--- src/sv/stb_pkg.sv ---
`default_nettype none
package stb_pkg;

	// Field widths of the transaction payloads.
	localparam int unsigned CMD_W   = 4;
	localparam int unsigned ID_W    = 4;
	localparam int unsigned VALUE_W = 16;
	localparam int unsigned MASK_W  = 16;

	// Command codes carried in the cmd field.
	typedef enum logic [CMD_W-1:0] {
		CMD_TICK      = 4'd0,
		CMD_CREATE    = 4'd1,
		CMD_DELETE    = 4'd2,
		CMD_START     = 4'd3,
		CMD_RESTART   = 4'd4,
		CMD_STOP      = 4'd5,
		CMD_RESETCNT  = 4'd6,
		CMD_SETTIME   = 4'd7,
		CMD_CLRTO     = 4'd8,
		CMD_READ      = 4'd9
	} cmd_t;

	// Status codes of a result.
	localparam logic STATUS_OK      = 1'b0;
	localparam logic STATUS_REFUSED = 1'b1;

	// One timer entry as held in the memory.
	typedef struct packed {
		logic [VALUE_W-1:0] count;
		logic [VALUE_W-1:0] limit;
	} entry_t;

endpackage
`default_nettype wire

--- src/sv/stb_if.sv ---
`default_nettype none
// Command channel: one transaction carries one command for the timer bank.
interface stb_in_if;
	logic                              valid;
	logic                              ready;
	logic [stb_pkg::CMD_W-1:0]         cmd;
	logic [stb_pkg::ID_W-1:0]          timer_id;
	logic [stb_pkg::VALUE_W-1:0]       time_value;

	modport source (output valid, output cmd, output timer_id, output time_value,
		input ready);
	modport sink (input valid, input cmd, input timer_id, input time_value,
		output ready);
endinterface

// Result channel: one transaction carries the result of one command.
interface stb_out_if;
	logic                              valid;
	logic                              ready;
	logic                              status;
	logic [stb_pkg::VALUE_W-1:0]       limit_out;
	logic [stb_pkg::VALUE_W-1:0]       count_out;
	logic                              timed_out;
	logic                              running;
	logic                              in_use;
	logic [stb_pkg::MASK_W-1:0]        expired_mask;

	modport source (output valid, output status, output limit_out, output count_out,
		output timed_out, output running, output in_use, output expired_mask,
		input ready);
	modport sink (input valid, input status, input limit_out, input count_out,
		input timed_out, input running, input in_use, input expired_mask,
		output ready);
endinterface
`default_nettype wire

--- src/sv/software_timer_bank.sv ---
// Flow: a command reads its entry, updates it in the command state and passes through the
// finish state to the output register (a timer number at or above NUM_TIMERS skips the command
// state); a tick walks the count/limit memory one entry per cycle through its single read port.
// A new command is taken only in the idle state, after the last result has left the finish
// state; a result held on the output stalls the input.
// Reset clears all flags and the per-entry valid bits, so every count and limit
// reads as zero until written; the memory array itself is not cleared.
`default_nettype none
module software_timer_bank #(
	parameter int unsigned NUM_TIMERS = 16
) (
	input  wire logic  clk,
	input  wire logic  arst_n,
	stb_in_if.sink     in_ch,
	stb_out_if.source  out_ch
);

	localparam int unsigned IDX_W = (NUM_TIMERS > 1) ? $clog2(NUM_TIMERS) : 1;
	localparam logic [IDX_W-1:0] LAST = IDX_W'(NUM_TIMERS - 1);
	localparam logic [stb_pkg::ID_W:0] ID_LIMIT = (stb_pkg::ID_W + 1)'(NUM_TIMERS);

	typedef enum logic [1:0] {
		S_IDLE,
		S_CMD,
		S_TICK,
		S_FINISH
	} state_t;

	state_t state_q;

	// Latched command.
	stb_pkg::cmd_t               cmd_q;
	logic [IDX_W-1:0]            idx_q;
	logic [stb_pkg::VALUE_W-1:0] tv_q;
	logic [IDX_W-1:0]            proc_q;
	logic [stb_pkg::MASK_W-1:0]  mask_q;

	// Flags and valid bits per timer.
	logic [NUM_TIMERS-1:0] used_q;
	logic [NUM_TIMERS-1:0] run_q;
	logic [NUM_TIMERS-1:0] exp_q;
	logic [NUM_TIMERS-1:0] vld_q;

	// Result held until the output register is free.
	logic                        res_status_q;
	logic [stb_pkg::VALUE_W-1:0] res_limit_q;
	logic [stb_pkg::VALUE_W-1:0] res_count_q;
	logic                        res_to_q;
	logic                        res_run_q;
	logic                        res_use_q;
	logic [stb_pkg::MASK_W-1:0]  res_mask_q;

	logic out_valid_q;

	// Count/limit memory.
	stb_pkg::entry_t mem [NUM_TIMERS];
	stb_pkg::entry_t rd_data_s1;
	logic            rd_vld_s1;
	logic            rd_en;
	logic [IDX_W-1:0] rd_addr;
	logic            wr_en;
	logic [IDX_W-1:0] wr_addr;
	stb_pkg::entry_t wr_data;

	logic in_acc;
	logic in_range;
	stb_pkg::cmd_t in_cmd;
	stb_pkg::entry_t cur;

	// Command update results.
	logic                        c_status;
	stb_pkg::entry_t             c_ent;
	logic                        c_used;
	logic                        c_run;
	logic                        c_exp;

	// Tick update results.
	stb_pkg::entry_t             t_ent;
	logic                        t_hit;
	logic [stb_pkg::VALUE_W-1:0] t_inc;

	assign in_acc   = in_ch.valid && in_ch.ready;
	assign in_range = {1'b0, in_ch.timer_id} < ID_LIMIT;
	assign in_cmd   = stb_pkg::cmd_t'(in_ch.cmd);
	assign in_ch.ready = (state_q == S_IDLE);

	// An entry never written reads as zero.
	assign cur = rd_vld_s1 ? rd_data_s1 : '0;

	// Read address: the addressed timer, or the next entry of a tick walk.
	always_comb begin
		rd_en   = 1'b0;
		rd_addr = proc_q + IDX_W'(1);
		if (state_q == S_IDLE) begin
			rd_en   = in_acc;
			rd_addr = (in_cmd == stb_pkg::CMD_TICK) ? '0 : in_ch.timer_id[IDX_W-1:0];
		end else if (state_q == S_TICK) begin
			rd_en = (proc_q != LAST);
		end
	end

	// Read-modify-write of one addressed timer.
	always_comb begin
		c_status = stb_pkg::STATUS_OK;
		c_ent    = cur;
		c_used   = used_q[idx_q];
		c_run    = run_q[idx_q];
		c_exp    = exp_q[idx_q];
		case (cmd_q)
			stb_pkg::CMD_CREATE: begin
				if (used_q[idx_q]) begin
					c_status = stb_pkg::STATUS_REFUSED;
				end else begin
					c_ent.limit = tv_q;
					c_ent.count = '0;
					c_used = 1'b1;
					c_run  = 1'b0;
					c_exp  = 1'b0;
				end
			end
			stb_pkg::CMD_DELETE: begin
				if (!used_q[idx_q]) begin
					c_status = stb_pkg::STATUS_REFUSED;
				end else begin
					c_used = 1'b0;
					c_run  = 1'b0;
					c_exp  = 1'b0;
				end
			end
			stb_pkg::CMD_START: begin
				c_run = 1'b1;
			end
			stb_pkg::CMD_RESTART: begin
				c_exp = 1'b0;
				c_run = 1'b1;
			end
			stb_pkg::CMD_STOP: begin
				c_run = 1'b0;
			end
			stb_pkg::CMD_RESETCNT: begin
				c_ent.count = '0;
			end
			stb_pkg::CMD_SETTIME: begin
				c_ent.limit = tv_q;
			end
			stb_pkg::CMD_CLRTO: begin
				c_exp = 1'b0;
			end
			default: begin
			end
		endcase
	end

	// One step of the tick walk on the entry in proc_q.
	always_comb begin
		t_inc = stb_pkg::VALUE_W'(cur.count + stb_pkg::VALUE_W'(1));
		t_hit = 1'b0;
		t_ent = cur;
		if (used_q[proc_q] && run_q[proc_q]) begin
			t_ent.count = t_inc;
			if (t_inc == cur.limit) begin
				t_hit = 1'b1;
				t_ent.count = '0;
			end
		end
	end

	// Write port.
	always_comb begin
		wr_en   = (state_q == S_CMD) || (state_q == S_TICK);
		wr_addr = (state_q == S_CMD) ? idx_q : proc_q;
		wr_data = (state_q == S_CMD) ? c_ent : t_ent;
	end

	// Memory with one write and one registered read per cycle.
	always_ff @(posedge clk) begin
		if (wr_en) begin
			mem[wr_addr] <= wr_data;
		end
		if (rd_en) begin
			rd_data_s1 <= mem[rd_addr];
		end
	end

	// Control, flags and registered outputs.
	always_ff @(posedge clk or negedge arst_n) begin
		if (!arst_n) begin
			state_q     <= S_IDLE;
			out_valid_q <= 1'b0;
			used_q      <= '0;
			run_q       <= '0;
			exp_q       <= '0;
			vld_q       <= '0;
			rd_vld_s1   <= 1'b0;
		end else begin
			// The output register is loaded from the finish state or emptied when taken.
			if (state_q == S_FINISH && (!out_valid_q || out_ch.ready)) begin
				out_valid_q <= 1'b1;
			end else if (out_ch.ready) begin
				out_valid_q <= 1'b0;
			end
			if (rd_en) begin
				rd_vld_s1 <= vld_q[rd_addr];
			end
			if (wr_en) begin
				vld_q[wr_addr] <= 1'b1;
			end
			case (state_q)
				S_IDLE: begin
					if (in_acc) begin
						cmd_q  <= in_cmd;
						idx_q  <= in_ch.timer_id[IDX_W-1:0];
						tv_q   <= in_ch.time_value;
						proc_q <= '0;
						mask_q <= '0;
						if (in_cmd == stb_pkg::CMD_TICK) begin
							state_q <= S_TICK;
						end else if (in_range) begin
							state_q <= S_CMD;
						end else begin
							res_status_q <= (in_cmd == stb_pkg::CMD_CREATE) ||
								(in_cmd == stb_pkg::CMD_DELETE);
							res_limit_q  <= '0;
							res_count_q  <= '0;
							res_to_q     <= 1'b0;
							res_run_q    <= 1'b0;
							res_use_q    <= 1'b0;
							res_mask_q   <= '0;
							state_q      <= S_FINISH;
						end
					end
				end
				S_CMD: begin
					used_q[idx_q] <= c_used;
					run_q[idx_q]  <= c_run;
					exp_q[idx_q]  <= c_exp;
					res_status_q  <= c_status;
					res_limit_q   <= c_ent.limit;
					res_count_q   <= c_ent.count;
					res_to_q      <= c_exp;
					res_run_q     <= c_run;
					res_use_q     <= c_used;
					res_mask_q    <= '0;
					state_q       <= S_FINISH;
				end
				S_TICK: begin
					if (t_hit) begin
						exp_q[proc_q] <= 1'b1;
						run_q[proc_q] <= 1'b0;
					end
					proc_q <= proc_q + IDX_W'(1);
					if (proc_q == LAST) begin
						res_status_q <= stb_pkg::STATUS_OK;
						res_limit_q  <= '0;
						res_count_q  <= '0;
						res_to_q     <= 1'b0;
						res_run_q    <= 1'b0;
						res_use_q    <= 1'b0;
						res_mask_q   <= mask_q |
							(t_hit ? stb_pkg::MASK_W'(17'd1 << proc_q) : '0);
						state_q      <= S_FINISH;
					end else if (t_hit) begin
						mask_q <= mask_q | stb_pkg::MASK_W'(17'd1 << proc_q);
					end
				end
				S_FINISH: begin
					if (!out_valid_q || out_ch.ready) begin
						out_ch.status       <= res_status_q;
						out_ch.limit_out    <= res_limit_q;
						out_ch.count_out    <= res_count_q;
						out_ch.timed_out    <= res_to_q;
						out_ch.running      <= res_run_q;
						out_ch.in_use       <= res_use_q;
						out_ch.expired_mask <= res_mask_q;
						state_q             <= S_IDLE;
					end
				end
				default: begin
					state_q <= S_IDLE;
				end
			endcase
		end
	end

	assign out_ch.valid = out_valid_q;

	// The memory is only written while a transaction is being worked on.
	a_no_write_idle: assert property (@(posedge clk) disable iff (!arst_n)
		wr_en |-> (state_q != S_IDLE))
		else $error("timer memory written while idle");

	// The tick walk advances one entry per cycle.
	a_walk_step: assert property (@(posedge clk) disable iff (!arst_n)
		(state_q == S_TICK && proc_q != LAST) |=>
		(state_q == S_TICK && proc_q == $past(proc_q) + IDX_W'(1)))
		else $error("tick walk skipped or stalled");

	// A new result is loaded only from the finish state.
	a_load_finish: assert property (@(posedge clk) disable iff (!arst_n)
		$rose(out_valid_q) |-> $past(state_q == S_FINISH))
		else $error("result loaded outside the finish state");

endmodule
`default_nettype wire

--- src/flat_wrapper.sv ---
// flat-port wrapper written by rule: the top's interface ports become plain ports
module software_timer_bank_flat 
#(
	parameter int unsigned NUM_TIMERS = 16
)
  (clk, arst_n, in_ch_valid, in_ch_cmd, in_ch_timer_id, in_ch_time_value, in_ch_ready, out_ch_valid, out_ch_status, out_ch_limit_out, out_ch_count_out, out_ch_timed_out, out_ch_running, out_ch_in_use, out_ch_expired_mask, out_ch_ready);
  stb_in_if in_ch_i ();
  stb_out_if out_ch_i ();
  input  wire logic clk;
  input  wire logic arst_n;
  input wire logic [$bits(in_ch_i.valid)-1:0] in_ch_valid;
  input wire logic [$bits(in_ch_i.cmd)-1:0] in_ch_cmd;
  input wire logic [$bits(in_ch_i.timer_id)-1:0] in_ch_timer_id;
  input wire logic [$bits(in_ch_i.time_value)-1:0] in_ch_time_value;
  output wire logic [$bits(in_ch_i.ready)-1:0] in_ch_ready;
  output wire logic [$bits(out_ch_i.valid)-1:0] out_ch_valid;
  output wire logic [$bits(out_ch_i.status)-1:0] out_ch_status;
  output wire logic [$bits(out_ch_i.limit_out)-1:0] out_ch_limit_out;
  output wire logic [$bits(out_ch_i.count_out)-1:0] out_ch_count_out;
  output wire logic [$bits(out_ch_i.timed_out)-1:0] out_ch_timed_out;
  output wire logic [$bits(out_ch_i.running)-1:0] out_ch_running;
  output wire logic [$bits(out_ch_i.in_use)-1:0] out_ch_in_use;
  output wire logic [$bits(out_ch_i.expired_mask)-1:0] out_ch_expired_mask;
  input wire logic [$bits(out_ch_i.ready)-1:0] out_ch_ready;
  assign in_ch_i.valid = in_ch_valid;
  assign in_ch_i.cmd = in_ch_cmd;
  assign in_ch_i.timer_id = in_ch_timer_id;
  assign in_ch_i.time_value = in_ch_time_value;
  assign in_ch_ready = in_ch_i.ready;
  assign out_ch_valid = out_ch_i.valid;
  assign out_ch_status = out_ch_i.status;
  assign out_ch_limit_out = out_ch_i.limit_out;
  assign out_ch_count_out = out_ch_i.count_out;
  assign out_ch_timed_out = out_ch_i.timed_out;
  assign out_ch_running = out_ch_i.running;
  assign out_ch_in_use = out_ch_i.in_use;
  assign out_ch_expired_mask = out_ch_i.expired_mask;
  assign out_ch_i.ready = out_ch_ready;
  software_timer_bank #(.NUM_TIMERS(NUM_TIMERS)) u_core (.clk(clk), .arst_n(arst_n), .in_ch(in_ch_i), .out_ch(out_ch_i));
endmodule
--- config.mk ---
export PLATFORM = sky130hd
export DESIGN_NAME = software_timer_bank_flat
export DESIGN_NICKNAME = d
export VERILOG_FILES = /design/src/sv/stb_pkg.sv /design/src/sv/stb_if.sv /design/src/sv/software_timer_bank.sv /design/src/flat_wrapper.sv
export SDC_FILE = /design/constraint.sdc
export NUM_CORES = 1
export LEC_CHECK = 0
export BUFFER_PORTS_ARGS = -buffer_cell sky130_fd_sc_hd__clkbuf_2
export CAP_MARGIN = 40
export CORE_UTILIZATION = 53
export DETAILED_ROUTE_END_ITERATION = 7
export PLACE_DENSITY = 0.72
export SYNTH_ARGS = -nofsm -noshare
export SYNTH_HDL_FRONTEND = slang
export SYNTH_SLANG_ARGS = --single-unit
--- constraint.sdc ---
create_clock -name clk -period 5.9 [get_ports clk]
set_clock_uncertainty 0.1 [all_clocks]
set_input_delay 1.18 -clock clk [delete_from_list [all_inputs] [get_ports clk]]
set_output_delay 1.18 -clock clk [all_outputs]
set_load 0.005 [all_outputs]
==> results of run 1 <==
how the worst max path moves through the flow:
stage / from / end / slack (ps) / cells past startpoint
floorplan: u_core.state_q[0] / u_core.res_count_q[0] / 160 / 6
global placement: u_core.rd_vld_s1 / u_core.mem[13][25] / 1140 / 12
detailed placement: u_core.rd_vld_s1 / u_core.mem[13][22] / 980 / 12
CTS: u_core.rd_vld_s1 / u_core.mem[12][22] / 970 / 12
global route: u_core.rd_vld_s1 / u_core.mem[13][25] / 530 / 12
finish: u_core.rd_vld_s1 / u_core.mem[14][22] / 800 / 12
cell families (layout without fill, tap and decap cells):
logic type | after synthesis | in the layout
buf+inv | 193 | 315
simple gates | 853 | 853
flops | 760 | 760
fa+ha+maj | 12 | 12
mux | 24 | 24
compound gates | 599 | 599
xor+xnor | 21 | 21
layer usage:
metal	vias up	global-route usage [%]
met5	-	0
met4	0	9.28
met3	177	4.98
met2	1111	40.3
met1	10600	37.8
li1	9472	-
worst register-to-register path, cell delays in order (launching register included):
cell       delay (ps)
dfrtp_2           370
buf_4             290
nand2_1           210
inv_1             120
ha_1              310
nand4_2           280
or4_4             640
a2111oi_4         320
a21oi_1            90
nor4_2            340
nand2b_1          480
o21ai_0           780
nor2_1            410
area by class of cell:
type                            count  area (µm²)  area share, %
Clock buffer                      110        2200           6.03
Clock inverter                     32         269          0.738
Inverter                           17        63.8          0.175
Multi-Input combinational cell   1509        9240           25.4
Sequential cell                   760       22500           61.7
Tap cell                          782         978           2.69
Timing Repair Buffer              156        1200           3.29
report_power, final:
group | internal, mW | leakage [nW] | switching (mW)
combinational | 2.25 | 3.93 | 4.91
sequential | 7.77 | 7.17 | 0.649
clock | 2.78 | 1.20 | 2.01
placed cells by master (no fill, tap or decap), types with 6 or more instances in the layout:
cell type / instances
a211o_1: 6
a211oi_1: 166
a21boi_0: 7
a21oi_1: 118
a311oi_1: 67
a31o_2: 7
a31oi_1: 71
and2_1: 153
and3_1: 7
buf_12: 13
buf_4: 56
clkbuf_1: 25
clkbuf_16: 83
clkbuf_2: 81
clkinv_1: 15
clkinv_2: 8
dfrtp_1: 67
edfxtp_1: 692
ha_1: 11
inv_1: 17
mux2_2: 7
mux4_2: 11
nand2_1: 399
nand2b_1: 14
nand3_1: 73
nand4_1: 7
nor2_1: 59
nor2_4: 16
nor2b_1: 25
nor3_1: 28
nor3b_1: 19
nor4_1: 6
o211ai_1: 9
o21a_1: 27
o21ai_0: 41
o22ai_1: 20
o31ai_1: 17
or2_2: 20
xnor2_1: 7
xor2_1: 14
==> metrics.md, run 1 <==
| Metric | Value |
|---|---|
| Top reg by flops | `u_core.mem` |
| Post-synthesis cell count | `2462` |
| R2R Path Start | `u_core.rd_vld_s1` |
| CP Capture Type | `register` |
| Starting DRT DRC Count | `2502` |
| Largest regs | `u_core.mem (512), u_core.rd_data_s1 (32)` |
| Drt via density | `6.35` |
| CTS sink count | `760` |
| Clk buf depth | `3` |
| Yosys warnings | `0` |
| Post-Synth Adder-Cell Area | `0.465%` |
| Post-Synth XOR/XNOR Area | `0.570%` |
| Worst-path clk slew | `60 ps` |
| Total of max-cap violations | `0` |
| Synth cell count leaders | `edfxtp_1, nand2_1, a211oi_1` |
| H-Tree Depth | `3` |
| Kind of critical path | `register to register` |
| Simple-gate portion of the synthesized area | `12.8%` |
| Largest family of logic cells by synthesized area | `compound AO/OA/AOI/OAI gates` |
| Setup TNS | `0 ps` |
| Compound-Gate Fraction of Synth Area | `12.9%` |
| Top sig layer | `met4` |
| IO Count | `82` |
| Post-synth top area cell | `edfxtp_1` |
| Fraction of registers with async set/reset | `8.95%` |
| WP buf/inv | `2` |
| Post-Syn Nets | `2502` |
| Final Core Density | `60.5%` |
| P per Cell Area | `559 nW/µm²` |
| Launching element type of the critical path | `register` |
| Largest net degree at the start of global routing | `181` |
| Final instance area | `36400 µm²` |
| Hold WC Path Type | `register to register` |
| Initial antenna violation count | `1` |
| Final Worst Setup Slack | `796 ps` |
| Post-route DRC violation count | `0` |
| Antenna cells | `0` |
| Status | `complete, no violations` |
| Final Hold Vio Count | `0` |
| Post-synth EDFFs | `692` |
| Layout Nets | `2561` |
| Row count | `90` |
| Max FFs per register | `512` |
| R2r endpoint | `u_core.mem[14][22]` |
| Cells on worst reg2reg path | `12` |
| Wire length on met2 | `37100 µm` |
| Hold Crit Start | `u_core.res_limit_q[3]` |
| Worst path slowest cell | `o21ai_0` |
| Final Hold Slack | `315 ps` |
| DP Area | `34000 µm²` |
| Fill cells | `4423` |
| Worst slew pin tran | `928 ps` |
| Crit share post-route | `86.5%` |
| Insertion delay to the later sink of the worst-skew pair | `640 ps` |
| Leak pwr | `12.3 nW` |
| DR WL met3 | `7720 µm` |
| Non-Filler Instances | `3366` |
| Die area | `61900 µm²` |
| R2R Setup Slk | `800 ps` |
| Placed Cells | `3223` |
| Flops & latches, synth | `760` |
| CP Max Fanout | `29` |
| Max-slew violations | `0` |
| Final Setup Violations | `0` |
| PostCTS Resize Cnt | `0` |
| Routability Congestion | `0.927` |
| Post-layout min period | `5100 ps` |
| First-pass GRT wire length | `122000 µm` |
| Post-synth top area share | `64.4%` |
| Met1 wire length | `34600 µm` |
| Port bufs | `81` |
| CP max stage delay | `780 ps` |
| Count leader, synth | `edfxtp_1` |
| Area growth from synthesis to layout | `12.9%` |
| Die X | `249 µm` |
| Hold Path Sink | `u_core.out_ch.limit_out[3]` |
| Data arrival, critical path | `5270 ps` |
| Unrepaired setup endpoints after global routing | `false` |
| Synthesized area | `32300 µm²` |
| Vias | `21400` |
| Mean area per synthesized cell | `13.1 µm²` |
| Vias in the first global route | `20000` |
| Die height | `249 µm` |
| Cells on Worst Hold Path | `0` |
| Overall routing resource usage | `26.3%` |
| GR Overflow Total | `0` |
| Post-synthesis mux area share | `1.24%` |
| Rel. slew slack | `38.0%` |
| Layout cell share with drive strength beyond 1 | `13.2%` |
| Post-CTS Hold Fix Bufs | `0` |
| Overall Power | `20.4 mW` |
| Pre-CTS setup slack | `985 ps` |
| Ys flop type | `edfxtp_1` |
| CTS tree | `built` |
| Starting Density | `53.6%` |
| Peak supply drop | `0.418 mV` |
| Peak Freq | `0.196 GHz` |
| CTS Buf Count | `77` |
| WP data required | `6060 ps` |
| Largest cells by area after synthesis | `edfxtp_1, dfrtp_1, nand2_1` |
| Final wirelength | `81900 µm` |
| WL/cell | `24.3 µm` |
| Core Area | `60200 µm²` |
| Register area share after synthesis | `69.7%` |
| DP HPWL | `49300 µm` |
| Cells along the critical path | `buf_4 -> nand2_1 -> inv_1 -> ha_1 -> nand4_2 -> or4_4 -> a2111oi_4 -> a21oi_1 -> nor4_2 -> nand2b_1 -> o21ai_0 -> nor2_1` |
| Setup Buffers After CTS | `0` |
| Drt pass-1 iters | `6` |
| Post-synth cell types | `76` |
| Root buf cell | `clkbuf_16` |
| Final ANT Viol Nets | `0` |
| CP delay by family, top | `simple AND/OR/NAND/NOR gates` |
(Power assumes the default switching activity.)
==> run 2, diff against run 1 <==
CORE_MARGIN = 3   (was not set)
==> run 2 against run 1 <==
  * Worst hold slack got worse by 5.5 ps
  * Cell area about the same
  * Total power fell by 0.30%
  * Utilization up 0.69 points
  * Flip-flop and latch count unchanged
  * Sequential power barely moved
  * Via count shrank 0.51%
  * First-iteration DRC count grew 3.8%
  * Non-clock buffer count is 13 lower
  * Register-to-register slack better by 490 ps
  * Combinational power is 3% lower
  * Largest power group unchanged
==> metrics.md, run 2 (synthesis results as in run 1) <==
| Metric | Value |
|---|---|
| Status | `complete, no violations (unchanged)` |
| Starting Density | `54.2% (was 53.6%)` |
| Setup TNS | `0 ps (unchanged)` |
| Net Sw Power | `7.52 mW (was 7.58 mW)` |
| Largest net degree at the start of global routing | `169 (was 181)` |
| Total of max-cap violations | `0 (unchanged)` |
| Most frequent cells in the layout | `edfxtp_1, nand2_1, a211oi_1 (unchanged)` |
| Final instance area | `36400 µm² (about the same)` |
| WL/cell | `24.4 µm (was 24.3 µm)` |
| Drt via density | `6.36 (was 6.35)` |
| First-pass GRT wire length | `122000 µm (about the same)` |
| Layout cell share with drive strength beyond 1 | `13.3% (was 13.2%)` |
| Row count | `89 (was 90)` |
| Starting DRT DRC Count | `2597 (was 2502)` |
| Switching share of power | `37.0% (was 37.2%)` |
| Worst-path clk slew | `60 ps (about the same)` |
| Unrepaired setup endpoints after global routing | `false (unchanged)` |
| Routing usage on met3 | `4.19% (was 4.98%)` |
| Hold WC Path Type | `register to register (unchanged)` |
| Peak Freq | `0.217 GHz (was 0.196 GHz)` |
| Routability Congestion | `0.936 (was 0.927)` |
| Crit share post-route | `78.2% (was 86.5%)` |
| Vias | `21200 (was 21400)` |
| Port bufs | `81 (unchanged)` |
| Post-layout min period | `4610 ps (was 5100 ps)` |
| Clk buf depth | `3 (unchanged)` |
| Final Worst Setup Slack | `1290 ps (was 796 ps)` |
| Gr busiest metal | `met2 (unchanged)` |
| IO Count | `82 (unchanged)` |
| Worst path slowest cell | `o21ai_0 (unchanged)` |
| M1 GR Usage | `36.9% (was 37.8%)` |
| WP buf/inv | `1 (was 2)` |
| DP HPWL | `48000 µm (was 49300 µm)` |
| Post-route DRC violation count | `0 (unchanged)` |
| CP max stage delay | `780 ps (about the same)` |
| Final ANT Viol Nets | `0 (unchanged)` |
| Leak pwr | `12.3 nW (about the same)` |
| Placed Cells | `3200 (was 3223)` |
| Layout Nets | `2548 (was 2561)` |
| Most common cell after layout, fill and taps aside | `edfxtp_1 (unchanged)` |
| Die area | `63900 µm² (was 61900 µm²)` |
| Share of power burned in registers | `41.4% (was 41.3%)` |
| H-Tree Depth | `3 (unchanged)` |
| Final Hold Vio Count | `0 (unchanged)` |
| Top reg by flops | `u_core.mem (unchanged)` |
| Final wirelength | `81400 µm (was 81900 µm)` |
| CTS sink count | `760 (unchanged)` |
| Clock network power share | `24.3% (was 23.5%)` |
| Die X | `253 µm (was 249 µm)` |
| Final Setup Violations | `0 (unchanged)` |
| Root buf cell | `clkbuf_16 (unchanged)` |
| Post-CTS Hold Fix Bufs | `0 (unchanged)` |
| Area growth from synthesis to layout | `12.9% (about the same)` |
| Overall Power | `20.3 mW (was 20.4 mW)` |
| CP Max Fanout | `16 (was 29)` |
| WP data required | `6050 ps (was 6060 ps)` |
| DP Area | `33800 µm² (was 34000 µm²)` |
| Launching element type of the critical path | `register (unchanged)` |
| Cells along the critical path | `nand2_1 -> inv_1 -> ha_1 -> nand4_2 -> or4_4 -> a2111oi_4 -> a21oi_1 -> nor4_2 -> nand2b_1 -> o21ai_0 -> nor2_1 (was buf_4 -> nand2_1 -> inv_1 -> ha_1 -> nand4_2 -> or4_4 -> a2111oi_4 -> a21oi_1 -> nor4_2 -> nand2b_1 -> o21ai_0 -> nor2_1)` |
| Largest regs | `u_core.mem (512), u_core.rd_data_s1 (32) (unchanged)` |
| P per Cell Area | `557 nW/µm² (was 559 nW/µm²)` |
| Initial antenna violation count | `0 (was 1)` |
| Antenna cells | `0 (unchanged)` |
| Worst slew pin tran | `986 ps (was 928 ps)` |
| Max FFs per register | `512 (unchanged)` |
| Core Area | `59600 µm² (was 60200 µm²)` |
| CP delay by family, top | `simple AND/OR/NAND/NOR gates (unchanged)` |
| Overall routing resource usage | `25.3% (was 26.3%)` |
| M2 GR Usage | `39.6% (was 40.3%)` |
| GR Overflow Total | `0 (unchanged)` |
| Peak supply drop | `0.746 mV (was 0.418 mV)` |
| Combinational power share | `34.3% (was 35.2%)` |
| PostCTS Resize Cnt | `0 (unchanged)` |
| CTS Buf Count | `77 (unchanged)` |
| Vias in the first global route | `20100 (was 20000)` |
| Data arrival, critical path | `4760 ps (was 5270 ps)` |
| Die height | `253 µm (was 249 µm)` |
| Int Power | `12.8 mW (about the same)` |
| Non-Filler Instances | `3341 (was 3366)` |
| CP Capture Type | `register (unchanged)` |
| Drt pass-1 iters | `6 (unchanged)` |
| Final Core Density | `61.2% (was 60.5%)` |
| CTS tree | `built (unchanged)` |
| Pre-CTS setup slack | `1430 ps (was 985 ps)` |
| Final Hold Slack | `310 ps (was 315 ps)` |
| Insertion delay to the later sink of the worst-skew pair | `630 ps (was 640 ps)` |
| Max-slew violations | `0 (unchanged)` |
| Kind of critical path | `register to register (unchanged)` |
| Setup Buffers After CTS | `0 (unchanged)` |
| Rel. slew slack | `34.2% (was 38.0%)` |
[run 2: changes by cell type in the layout (fill, tap and decap cells not counted), sizes merged]
cell | before | now
clkbuf | 191 | 175
buf | 75 | 63
clkinv | 23 | 30
bufinv | 4 | 9
clkinvlp | 2 | 4
inv | 20 | 18
[run 2: worst paths after layout]
path	cells past startpoint	slack, ps	endpoint	start
min in group asynchronous	1	330	u_core.out_ch.valid	arst_n
worst max-delay path	11	1290	u_core.mem[1][25]	u_core.rd_data_s1[16]
worst max register to register	11	1290	u_core.mem[1][25]	u_core.rd_data_s1[16]
max in group asynchronous	2	4210	u_core.vld_q[0]	arst_n
worst min register to register	0	310	u_core.out_ch.limit_out[10]	u_core.res_limit_q[10]
worst min-delay path	0	310	u_core.out_ch.limit_out[10]	u_core.res_limit_q[10]
[run 2: cell type report]
type,instances,area [µm²]
clock buffers,95,2060
clock inverters,44,529
fillers,4305,23100
inverters,17,63.8
multi-input cells,1509,9240
flip-flops and latches,760,22500
well taps,773,967
repair buffers,143,1100
[run 2: power groups by stage]
stage,clock network [mW],registers (mW),logic [mW]
floorplan,0,8.19,4.71
global placement,0,8.45,6.59
detailed placement,0,8.47,6.86
CTS,5.00,8.37,6.90
global route,5.24,8.46,7.61
finish,4.95,8.40,6.97
[run 2: metal layers]
metal	vias up	wire length [µm]	share of wire (%)
li1	9448	-	-
met4	0	1690	2.1
met2	1103	37900	47
met1	10600	34000	42
met5	-	0	0
met3	121	7840	9.6
